==> config.mk <==
export PLATFORM = sky130hd
export DESIGN_NAME = rc4_seeded_keystream_word_flat
export DESIGN_NICKNAME = d
export VERILOG_FILES = /design/src/rtl/rc4sk_pkg.sv /design/src/rtl/rc4sk_seed_if.sv /design/src/rtl/rc4sk_word_if.sv /design/src/rtl/rc4sk_datapath.sv /design/src/rtl/rc4sk_ctrl.sv /design/src/rtl/rc4_seeded_keystream_word.sv /design/src/flat_wrapper.sv
export SDC_FILE = /design/constraint.sdc
export NUM_CORES = 2
export LEC_CHECK = 0
export BUFFER_PORTS_ARGS = -buffer_cell sky130_fd_sc_hd__buf_2
export CAP_MARGIN = 20
export CORE_AREA = 5 5 406 368
export DETAILED_ROUTE_END_ITERATION = 10
export DIE_AREA = 0 0 411 373
export PLACE_DENSITY = 0.82
export SLEW_MARGIN = 20
export SYNTH_ARGS = -nofsm -noshare
export SYNTH_HDL_FRONTEND = slang
export SYNTH_HIERARCHICAL = 1
export SYNTH_SLANG_ARGS = --single-unit
==> constraint.sdc <==
create_clock -name clk -period 20.2 [get_ports clk]
set_clock_uncertainty 0.2 [all_clocks]
set_input_delay 4.04 -clock clk [delete_from_list [all_inputs] [get_ports clk]]
set_output_delay 4.04 -clock clk [all_outputs]
set_load 0.01 [all_outputs]
==> src/rtl/rc4sk_pkg.sv <==
// Package for the seeded RC4 keystream word block.
// Holds sizes, the controller state and datapath operation types, and the status struct.
// Depends on nothing; every other file of the block uses it.
`timescale 1ns / 1ps
`default_nettype none

package rc4sk_pkg;

    localparam int STATE_SIZE = 256;
    localparam int SBOX_AW    = $clog2(STATE_SIZE);
    localparam int KEY_LEN    = 40;
    localparam int KIDX_W     = $clog2(KEY_LEN);
    localparam int OUT_BYTES  = 8;
    localparam int BYTE_IDX_W = $clog2(OUT_BYTES);
    localparam int SEED_W     = 8;
    localparam int WORD_W     = 64;

    typedef enum logic [3:0] {
        ST_IDLE,
        ST_FILL,
        ST_KS_J,
        ST_KS_SWAP1,
        ST_KS_SWAP2,
        ST_PR_J,
        ST_PR_SWAP1,
        ST_PR_SWAP2,
        ST_PR_OUT,
        ST_DONE
    } ctrl_state_t;

    typedef enum logic [3:0] {
        OP_NONE,
        OP_LOAD,
        OP_FILL,
        OP_KS_J,
        OP_KS_SWAP1,
        OP_KS_SWAP2,
        OP_PR_J,
        OP_PR_SWAP1,
        OP_PR_SWAP2,
        OP_PR_OUT,
        OP_EMIT
    } dp_op_t;

    typedef struct packed {
        logic cnt_last;
        logic byte_last;
        logic out_free;
    } dp_status_t;

endpackage : rc4sk_pkg

`default_nettype wire

==> src/rtl/rc4sk_seed_if.sv <==
// Input channel interface: carries the two seed bytes with valid and ready.
// Depends on rc4sk_pkg for the seed width.
`timescale 1ns / 1ps
`default_nettype none

interface rc4sk_seed_if;
    logic                           valid;
    logic                           ready;
    logic [rc4sk_pkg::SEED_W-1:0]   seed_a;
    logic [rc4sk_pkg::SEED_W-1:0]   seed_b;

    modport source (output valid, output seed_a, output seed_b, input ready);
    modport sink   (input valid, input seed_a, input seed_b, output ready);
endinterface : rc4sk_seed_if

`default_nettype wire

==> src/rtl/rc4sk_word_if.sv <==
// Output channel interface: carries the 64-bit keystream word with valid and ready.
// Depends on rc4sk_pkg for the word width.
`timescale 1ns / 1ps
`default_nettype none

interface rc4sk_word_if;
    logic                           valid;
    logic                           ready;
    logic [rc4sk_pkg::WORD_W-1:0]   keystream_word;

    modport source (output valid, output keystream_word, input ready);
    modport sink   (input valid, input keystream_word, output ready);
endinterface : rc4sk_word_if

`default_nettype wire

==> src/rtl/rc4sk_datapath.sv <==
// Datapath: state memory, key register, RC4 indices and the output register.
// Executes one operation per cycle as commanded; depends on rc4sk_pkg.
`timescale 1ns / 1ps
`default_nettype none

module rc4sk_datapath (
    input  wire logic                               clk,
    input  wire logic                               rst_n,
    input  wire rc4sk_pkg::dp_op_t                  op,
    input  wire logic [rc4sk_pkg::SEED_W-1:0]       seed_a,
    input  wire logic [rc4sk_pkg::SEED_W-1:0]       seed_b,
    input  wire logic                               out_ready,
    output rc4sk_pkg::dp_status_t                   status,
    output logic                                    out_valid,
    output logic [rc4sk_pkg::WORD_W-1:0]            keystream_word
);

    localparam int AW         = rc4sk_pkg::SBOX_AW;
    localparam int KIDX_W     = rc4sk_pkg::KIDX_W;
    localparam int BYTE_IDX_W = rc4sk_pkg::BYTE_IDX_W;

    // State memory: one write and one registered read per cycle, write-first.
    logic [7:0] sbox_mem [rc4sk_pkg::STATE_SIZE];
    logic [7:0] rdata_reg;

    logic          we;
    logic [AW-1:0] waddr;
    logic [7:0]    wdata;
    logic [AW-1:0] raddr;
    logic [7:0]    j_sum;
    logic [15:0]   seed_prod;
    logic [7:0]    seed_s2;
    logic [7:0]    seed_s3;
    logic [7:0]    seed_s4;

    logic [AW-1:0]                      cnt_reg,   cnt_next;
    logic [AW-1:0]                      i_reg,     i_next;
    logic [AW-1:0]                      j_reg,     j_next;
    logic [7:0]                         tmp_reg,   tmp_next;
    logic [7:0]                         sj_reg,    sj_next;
    logic [rc4sk_pkg::KIDX_W-1:0]       kidx_reg,  kidx_next;
    logic [rc4sk_pkg::BYTE_IDX_W-1:0]   kbyte_reg, kbyte_next;
    logic [rc4sk_pkg::KEY_LEN-1:0]      key_reg,   key_next;
    logic [rc4sk_pkg::WORD_W-1:0]       word_reg,  word_next;
    logic [rc4sk_pkg::WORD_W-1:0]       out_word_reg, out_word_next;
    logic                               out_valid_reg, out_valid_next;

    always_comb
    begin
        seed_prod = seed_a * seed_b;
        seed_s2   = seed_prod[7:0];
        seed_s3   = seed_a + seed_b;
        seed_s4   = seed_s2 + seed_s3;
    end

    always_comb
    begin
        we             = 1'b0;
        waddr          = cnt_reg;
        wdata          = cnt_reg;
        raddr          = cnt_reg;
        j_sum          = j_reg;
        cnt_next       = cnt_reg;
        i_next         = i_reg;
        j_next         = j_reg;
        tmp_next       = tmp_reg;
        sj_next        = sj_reg;
        kidx_next      = kidx_reg;
        kbyte_next     = kbyte_reg;
        key_next       = key_reg;
        word_next      = word_reg;
        out_word_next  = out_word_reg;
        out_valid_next = out_valid_reg && !out_ready;

        unique case (op)
            rc4sk_pkg::OP_LOAD:
            begin
                key_next  = {seed_s4, seed_s3, seed_s2, seed_b, seed_a};
                cnt_next  = '0;
                j_next    = '0;
                kidx_next = '0;
            end
            rc4sk_pkg::OP_FILL:
            begin
                // Identity fill; entry zero is read ahead for the first schedule step.
                we       = 1'b1;
                waddr    = cnt_reg;
                wdata    = cnt_reg;
                raddr    = '0;
                cnt_next = cnt_reg + 1'b1;
            end
            rc4sk_pkg::OP_KS_J:
            begin
                j_sum    = j_reg + rdata_reg + 8'(key_reg[kidx_reg]);
                j_next   = j_sum;
                tmp_next = rdata_reg;
                raddr    = j_sum;
            end
            rc4sk_pkg::OP_KS_SWAP1:
            begin
                we    = 1'b1;
                waddr = cnt_reg;
                wdata = rdata_reg;
            end
            rc4sk_pkg::OP_KS_SWAP2:
            begin
                we        = 1'b1;
                waddr     = j_reg;
                wdata     = tmp_reg;
                cnt_next  = cnt_reg + 1'b1;
                kidx_next = (kidx_reg == KIDX_W'(rc4sk_pkg::KEY_LEN - 1)) ?
                            '0 : kidx_reg + 1'b1;
                if (cnt_reg == AW'(rc4sk_pkg::STATE_SIZE - 1))
                begin
                    // Schedule done: the keystream starts with i = 1 and j = 0.
                    raddr      = AW'(1);
                    i_next     = AW'(1);
                    j_next     = '0;
                    kbyte_next = '0;
                end
                else
                begin
                    raddr = cnt_reg + 1'b1;
                end
            end
            rc4sk_pkg::OP_PR_J:
            begin
                j_sum    = j_reg + rdata_reg;
                j_next   = j_sum;
                tmp_next = rdata_reg;
                raddr    = j_sum;
            end
            rc4sk_pkg::OP_PR_SWAP1:
            begin
                we      = 1'b1;
                waddr   = i_reg;
                wdata   = rdata_reg;
                sj_next = rdata_reg;
            end
            rc4sk_pkg::OP_PR_SWAP2:
            begin
                // The swap leaves the sum of the two entries unchanged.
                we    = 1'b1;
                waddr = j_reg;
                wdata = tmp_reg;
                raddr = tmp_reg + sj_reg;
            end
            rc4sk_pkg::OP_PR_OUT:
            begin
                word_next[kbyte_reg*8 +: 8] = rdata_reg;
                kbyte_next = kbyte_reg + 1'b1;
                raddr      = i_reg + 1'b1;
                if (kbyte_reg != BYTE_IDX_W'(rc4sk_pkg::OUT_BYTES - 1))
                begin
                    i_next = i_reg + 1'b1;
                end
            end
            rc4sk_pkg::OP_EMIT:
            begin
                out_word_next  = word_reg;
                out_valid_next = 1'b1;
            end
            default:
            begin
            end
        endcase
    end

    always_ff @(posedge clk)
    begin
        if (we)
        begin
            sbox_mem[waddr] <= wdata;
        end
        rdata_reg <= (we && waddr == raddr) ? wdata : sbox_mem[raddr];
    end

    always_ff @(posedge clk or negedge rst_n)
    begin
        if (!rst_n)
        begin
            cnt_reg       <= '0;
            i_reg         <= '0;
            j_reg         <= '0;
            kidx_reg      <= '0;
            kbyte_reg     <= '0;
            out_valid_reg <= 1'b0;
        end
        else
        begin
            cnt_reg       <= cnt_next;
            i_reg         <= i_next;
            j_reg         <= j_next;
            kidx_reg      <= kidx_next;
            kbyte_reg     <= kbyte_next;
            out_valid_reg <= out_valid_next;
        end
    end

    always_ff @(posedge clk)
    begin
        tmp_reg      <= tmp_next;
        sj_reg       <= sj_next;
        key_reg      <= key_next;
        word_reg     <= word_next;
        out_word_reg <= out_word_next;
    end

    assign status.cnt_last  = (cnt_reg == AW'(rc4sk_pkg::STATE_SIZE - 1));
    assign status.byte_last = (kbyte_reg == BYTE_IDX_W'(rc4sk_pkg::OUT_BYTES - 1));
    assign status.out_free  = !out_valid_reg || out_ready;
    assign out_valid        = out_valid_reg;
    assign keystream_word   = out_word_reg;

    // The key bit index never leaves the key.
    a_kidx_range: assert property (@(posedge clk) disable iff (!rst_n)
        kidx_reg < KIDX_W'(rc4sk_pkg::KEY_LEN))
        else $error("key bit index out of range");

    // An emitted word is presented in the following cycle.
    a_emit_valid: assert property (@(posedge clk) disable iff (!rst_n)
        op == rc4sk_pkg::OP_EMIT |=> out_valid_reg)
        else $error("emitted word not presented");

    // A new word is never loaded over one that is still waiting to be taken.
    a_emit_free: assert property (@(posedge clk) disable iff (!rst_n)
        op == rc4sk_pkg::OP_EMIT |-> (!out_valid_reg || out_ready))
        else $error("output register overwritten");

endmodule : rc4sk_datapath

`default_nettype wire

==> src/rtl/rc4sk_ctrl.sv <==
// Controller: sequences fill, key schedule and keystream phases of one transaction.
// Issues one datapath operation per cycle, OP_NONE while idle or while a word waits in ST_DONE; depends on rc4sk_pkg.
`timescale 1ns / 1ps
`default_nettype none

module rc4sk_ctrl (
    input  wire logic                   clk,
    input  wire logic                   rst_n,
    input  wire logic                   in_valid,
    output logic                        in_ready,
    input  wire rc4sk_pkg::dp_status_t  status,
    output rc4sk_pkg::dp_op_t           op
);

    rc4sk_pkg::ctrl_state_t state_reg, state_next;

    always_ff @(posedge clk or negedge rst_n)
    begin
        if (!rst_n)
        begin
            state_reg <= rc4sk_pkg::ST_IDLE;
        end
        else
        begin
            state_reg <= state_next;
        end
    end

    always_comb
    begin
        state_next = state_reg;
        op         = rc4sk_pkg::OP_NONE;
        in_ready   = 1'b0;

        unique case (state_reg)
            rc4sk_pkg::ST_IDLE:
            begin
                in_ready = 1'b1;
                if (in_valid)
                begin
                    op         = rc4sk_pkg::OP_LOAD;
                    state_next = rc4sk_pkg::ST_FILL;
                end
            end
            rc4sk_pkg::ST_FILL:
            begin
                op = rc4sk_pkg::OP_FILL;
                if (status.cnt_last)
                begin
                    state_next = rc4sk_pkg::ST_KS_J;
                end
            end
            rc4sk_pkg::ST_KS_J:
            begin
                op         = rc4sk_pkg::OP_KS_J;
                state_next = rc4sk_pkg::ST_KS_SWAP1;
            end
            rc4sk_pkg::ST_KS_SWAP1:
            begin
                op         = rc4sk_pkg::OP_KS_SWAP1;
                state_next = rc4sk_pkg::ST_KS_SWAP2;
            end
            rc4sk_pkg::ST_KS_SWAP2:
            begin
                op         = rc4sk_pkg::OP_KS_SWAP2;
                state_next = status.cnt_last ? rc4sk_pkg::ST_PR_J : rc4sk_pkg::ST_KS_J;
            end
            rc4sk_pkg::ST_PR_J:
            begin
                op         = rc4sk_pkg::OP_PR_J;
                state_next = rc4sk_pkg::ST_PR_SWAP1;
            end
            rc4sk_pkg::ST_PR_SWAP1:
            begin
                op         = rc4sk_pkg::OP_PR_SWAP1;
                state_next = rc4sk_pkg::ST_PR_SWAP2;
            end
            rc4sk_pkg::ST_PR_SWAP2:
            begin
                op         = rc4sk_pkg::OP_PR_SWAP2;
                state_next = rc4sk_pkg::ST_PR_OUT;
            end
            rc4sk_pkg::ST_PR_OUT:
            begin
                op         = rc4sk_pkg::OP_PR_OUT;
                state_next = status.byte_last ? rc4sk_pkg::ST_DONE : rc4sk_pkg::ST_PR_J;
            end
            rc4sk_pkg::ST_DONE:
            begin
                if (status.out_free)
                begin
                    op         = rc4sk_pkg::OP_EMIT;
                    state_next = rc4sk_pkg::ST_IDLE;
                end
            end
            default:
            begin
                state_next = rc4sk_pkg::ST_IDLE;
            end
        endcase
    end

    // An accepted seed always starts the identity fill.
    a_accept_fill: assert property (@(posedge clk) disable iff (!rst_n)
        in_valid && in_ready |=> state_reg == rc4sk_pkg::ST_FILL)
        else $error("accepted seed did not start the fill");

    // A finished word waits while the output register is occupied.
    a_done_hold: assert property (@(posedge clk) disable iff (!rst_n)
        state_reg == rc4sk_pkg::ST_DONE && !status.out_free
        |=> state_reg == rc4sk_pkg::ST_DONE)
        else $error("finished word left without an output slot");

    // The schedule leaves for the keystream phase only after its last step.
    a_ks_exit: assert property (@(posedge clk) disable iff (!rst_n)
        state_reg == rc4sk_pkg::ST_KS_SWAP2 && !status.cnt_last
        |=> state_reg == rc4sk_pkg::ST_KS_J)
        else $error("key schedule ended early");

endmodule : rc4sk_ctrl

`default_nettype wire

==> src/rtl/rc4_seeded_keystream_word.sv <==
// Seeded RC4 keystream word generator: top level joining controller and datapath.
// Depends on rc4sk_pkg, rc4sk_seed_if, rc4sk_word_if, rc4sk_ctrl and rc4sk_datapath.
`timescale 1ns / 1ps
`default_nettype none

// Each transaction on the seed channel carries two bytes, seed_a and seed_b. From
// them the block forms a five-byte seed (a, b, a*b, a+b and the sum of the last two,
// all modulo 256), uses its 40 bits, least significant bit of each byte first, as a
// repeating one-bit-per-step key, and runs the RC4 key schedule over a 256-entry
// state that starts as the identity for every transaction. The first eight keystream
// bytes are then returned as one 64-bit word on the keystream channel, first byte in
// bits 7:0. Transactions are independent of one another. After acceptance the block
// fills the state memory, runs the 256 schedule steps, forms each keystream byte and
// moves the word into the output register, each phase paced by the single write port
// and single registered read port of the state memory. A new seed is accepted the
// cycle after the previous word has been placed in the output register, so a seed is
// taken only once the previous one is through; a word left waiting holds the block
// only once the next one is ready to replace it. There is no clearing pass after
// reset: every transaction rewrites the state memory before reading it.
module rc4_seeded_keystream_word (
    input  wire logic   clk,
    input  wire logic   rst_n,
    rc4sk_seed_if.sink  seed,
    rc4sk_word_if.source keystream
);

    rc4sk_pkg::dp_op_t      op;
    rc4sk_pkg::dp_status_t  status;
    logic                   seed_ready;
    logic                   word_valid;
    logic [rc4sk_pkg::WORD_W-1:0] word_data;

    // The controller steps through the phases and issues one datapath operation a cycle.
    rc4sk_ctrl u_ctrl (
        .clk      (clk),
        .rst_n    (rst_n),
        .in_valid (seed.valid),
        .in_ready (seed_ready),
        .status   (status),
        .op       (op)
    );

    // The datapath holds the state memory, the key, the indices and the result register.
    rc4sk_datapath u_datapath (
        .clk            (clk),
        .rst_n          (rst_n),
        .op             (op),
        .seed_a         (seed.seed_a),
        .seed_b         (seed.seed_b),
        .out_ready      (keystream.ready),
        .status         (status),
        .out_valid      (word_valid),
        .keystream_word (word_data)
    );

    assign seed.ready               = seed_ready;
    assign keystream.valid          = word_valid;
    assign keystream.keystream_word = word_data;

endmodule : rc4_seeded_keystream_word

`default_nettype wire

==> src/flat_wrapper.sv <==
// flat-port wrapper written by rule: the top's interface ports become plain ports
module rc4_seeded_keystream_word_flat 
  (clk, rst_n, seed_valid, seed_seed_a, seed_seed_b, seed_ready, keystream_valid, keystream_keystream_word, keystream_ready);
  rc4sk_seed_if seed_i ();
  rc4sk_word_if keystream_i ();
  input  wire logic clk;
  input  wire logic rst_n;
  input wire logic [$bits(seed_i.valid)-1:0] seed_valid;
  input wire logic [$bits(seed_i.seed_a)-1:0] seed_seed_a;
  input wire logic [$bits(seed_i.seed_b)-1:0] seed_seed_b;
  output wire logic [$bits(seed_i.ready)-1:0] seed_ready;
  output wire logic [$bits(keystream_i.valid)-1:0] keystream_valid;
  output wire logic [$bits(keystream_i.keystream_word)-1:0] keystream_keystream_word;
  input wire logic [$bits(keystream_i.ready)-1:0] keystream_ready;
  assign seed_i.valid = seed_valid;
  assign seed_i.seed_a = seed_seed_a;
  assign seed_i.seed_b = seed_seed_b;
  assign seed_ready = seed_i.ready;
  assign keystream_valid = keystream_i.valid;
  assign keystream_keystream_word = keystream_i.keystream_word;
  assign keystream_i.ready = keystream_ready;
  rc4_seeded_keystream_word u_core (.clk(clk), .rst_n(rst_n), .seed(seed_i), .keystream(keystream_i));
endmodule
==> flow_metrics.env <==
export IMPL_fillers=8119
export IMPL_vias_per_cell=7.19
export IMPL_holdWs_ns=0.212
export IMPL_wire_per_inst_um=36.3
export IMPL_power_frac_seq_pct=41.4
export IMPL_crit_path_end_kind="flop"
export IMPL_antenna_found_initial=8
export IMPL_ios=86
export IMPL_hold_viol=0
export IMPL_cts_resized=0
export IMPL_power_switching_mw=5.99
export IMPL_pwr_density_cell_nw_per_um2=168
export IMPL_syn_to_final_growth_pct=10.2
export IMPL_path_delay_family="buffers and inverters"
export IMPL_numPortBuffers=85
export IMPL_p_int_mw=10.8
export IMPL_crit_buf_inv=4
export IMPL_synth_seq_area_share_pct=75.2
export IMPL_htreeDepth=4
export IMPL_crit_path_start_kind="primary input"
export IMPL_core_area_um2=145000
export IMPL_maxCapViolCount=0
export IMPL_post_route_drc_count=0
export IMPL_finalSetupViolCount=0
export IMPL_fp_dieH_um=373
export IMPL_dr_pass1_iters=6
export IMPL_ys_ff_latch=2278
export IMPL_syn_area_um2=90600
export IMPL_tightestPinTransition_ns=1.25
export IMPL_wl_mm=237
export IMPL_path_clk_slew_ns=0.07
export IMPL_cp_slowest_cell="buf_4"
export IMPL_worst_slack_ns=10.42
export IMPL_via_count=47000
export IMPL_drt_iter0_markers=8362
export IMPL_syn_nets=4378
export IMPL_cts_tree="yes"
export IMPL_max_stage_delay_ns=1.01
export IMPL_total_power_mw=16.8
export IMPL_crit_chain="buf_2 > nand2b_1 > nor2_1 > o22ai_1 > nor4b_2 > nand2b_1 > a22oi_1 > o21ai_4 > buf_4 > buf_4 > buf_4"
export IMPL_status="complete, no violations"
export IMPL_grtUsageTotal_pct=31.2
export IMPL_synth_edf_count=2232
export IMPL_hpwl_mm=131
export IMPL_hp_class="reg -> reg"
export IMPL_grt_pass1_wl_mm=342
export IMPL_synth_main_ff_cell="edfxtp_1"
export IMPL_crit_fanout=90
export IMPL_grt_max_degree=195
export IMPL_postSynth_asyncResetShare_pct=1.67
export IMPL_rrSetupSlack_ns=10.97
export IMPL_cts_buffers=205
export IMPL_dp_slack_ns=9.96
export IMPL_period_share_pct=48.4
export IMPL_p_sw_share_pct=35.6
export IMPL_final_cell_mix="edfxtp_1, mux4_2, nor2_1, clkbuf_16, nand2_1"
export IMPL_grt_pass1_vias=45900
export IMPL_clk_path_buf_depth=3
export IMPL_die_w_um=411
export IMPL_synth_warnings=6
export IMPL_layout_commonest_cell="edfxtp_1"
export IMPL_grt_overflow=0
export IMPL_drive_gt1_share_pct=25.2
export IMPL_clkPwrFrac_pct=23.4
export IMPL_place_congestion=0.885
export IMPL_cpMostUsedCell="buf_4"
export IMPL_final_antenna_net_count=0
export IMPL_synth_distinct_cells=73
export IMPL_slew_headroom_pct=16.7
export IMPL_synth_cells=4286
export IMPL_p_leak_nw=31.6
export IMPL_path_class="in -> reg"
export IMPL_setup_tns_ns=0
export IMPL_clockRootBuffer="clkbuf_16"
export IMPL_cts_setup_buffers=0
export IMPL_clkLatencyLatePin_ns=0.86
export IMPL_cts_hold_buf=0
export IMPL_start_util_pct=62.5
export IMPL_max_freq_ghz=0.102
export IMPL_power_frac_comb_pct=35.3
export IMPL_vdd_ir_drop_max_mv=0.284
export IMPL_fin_nets=4498
export IMPL_largest_reg_flops=2048
export IMPL_period_needed_ns=9.78
export IMPL_required_ns=20.49
export IMPL_rsz0062_at_grt="false"
export IMPL_avgSynthCellArea_um2=21.1
export IMPL_timing_critical_path_arrival_ns=10.07
export IMPL_die_area_um2=153000
export IMPL_final_max_slew_viol_count=0
export IMPL_rows=133
export IMPL_clock_sinks=2278
## cell families (layout without fill, tap and decap cells)
group | count (synthesis) | in the layout | synth area share, %
other cells | 0 | 3 | 0
buf+inv | 294 | 578 | 1.43
simple gates | 665 | 665 | 3.14
fa+ha+maj | 72 | 72 | 1.13
mux | 685 | 685 | 16.6
flops | 2278 | 2278 | 75.2
compound gates | 231 | 231 | 1.93
xor+xnor | 61 | 61 | 0.590
## synthesized netlist by cell type (29+ instances only)
cell type | number | area, µm²
a21oi_1 | 33 | 165
buf_1 | 29 | 109
buf_2 | 61 | 305
clkbuf_1 | 126 | 473
dfrtp_1 | 38 | 951
edfxtp_1 | 2232 | 67000
ha_1 | 56 | 701
inv_1 | 53 | 199
mux4_2 | 654 | 14700
nand2_1 | 125 | 469
nand3_1 | 38 | 190
nor2_1 | 385 | 1450
o21ai_0 | 35 | 175
xnor2_1 | 40 | 350
## stage by stage
| stage | cell area, µm² | cells | util (%) |
|---|---|---|---|
| final | 99900 | 6530 | 68.9 |
| after global routing | 99900 | 6527 | 68.9 |
| after CTS | 99800 | 6524 | 68.9 |
| after detailed placement | 93200 | 6153 | 64.3 |
| after global placement | 93200 | 6153 | 64.3 |
| after floorplan | 90600 | 4286 | - |
## layer usage
metal	global-route usage, %	vias to the layer above	wire length [µm]
met2	47.7	4371	112000
met4	10.4	10	9890
met3	8.43	616	33500
met5	0	-	76
met1	45.0	24100	81700
li1	-	17900	-
## power groups by stage
stage | Combinational (mW) | Clock, mW | Sequential [mW]
after floorplan | 3.47 | 0 | 7.56
after global placement | 5.50 | 0 | 7.02
after detailed placement | 5.67 | 0 | 7.03
after CTS | 5.77 | 3.95 | 6.94
after global routing | 6.13 | 4.18 | 6.95
final | 5.92 | 3.92 | 6.95
## cell type report
cell class	instances	area, µm²	area share, %
sequential	2278	68100	68.2
antenna	3	7.51	0.00751
inverter	56	218	0.218
timing repair buffer	151	1080	1.08
multi-input combinational	1714	21300	21.4
tap	1957	2450	2.45
clock inverter	118	1300	1.30
clock buffer	253	5360	5.37
## path summary, 6_finish.rpt
check,depth (start not counted),from,to
max,11,keystream_ready,u_core/u_datapath/sbox_mem[32][0]
min,0,u_core/u_datapath/word_reg[14],u_core/u_datapath/keystream_word[14]
max reg2reg,19,flop,flop
min reg2reg,0,u_core/u_datapath/word_reg[14],u_core/u_datapath/keystream_word[14]
max in group asynchronous,1,rst_n,u_core/u_datapath/j_reg[5]
min in group asynchronous,1,rst_n,u_core/u_ctrl/state_reg[0]
Power figures use the tool's default switching activity.
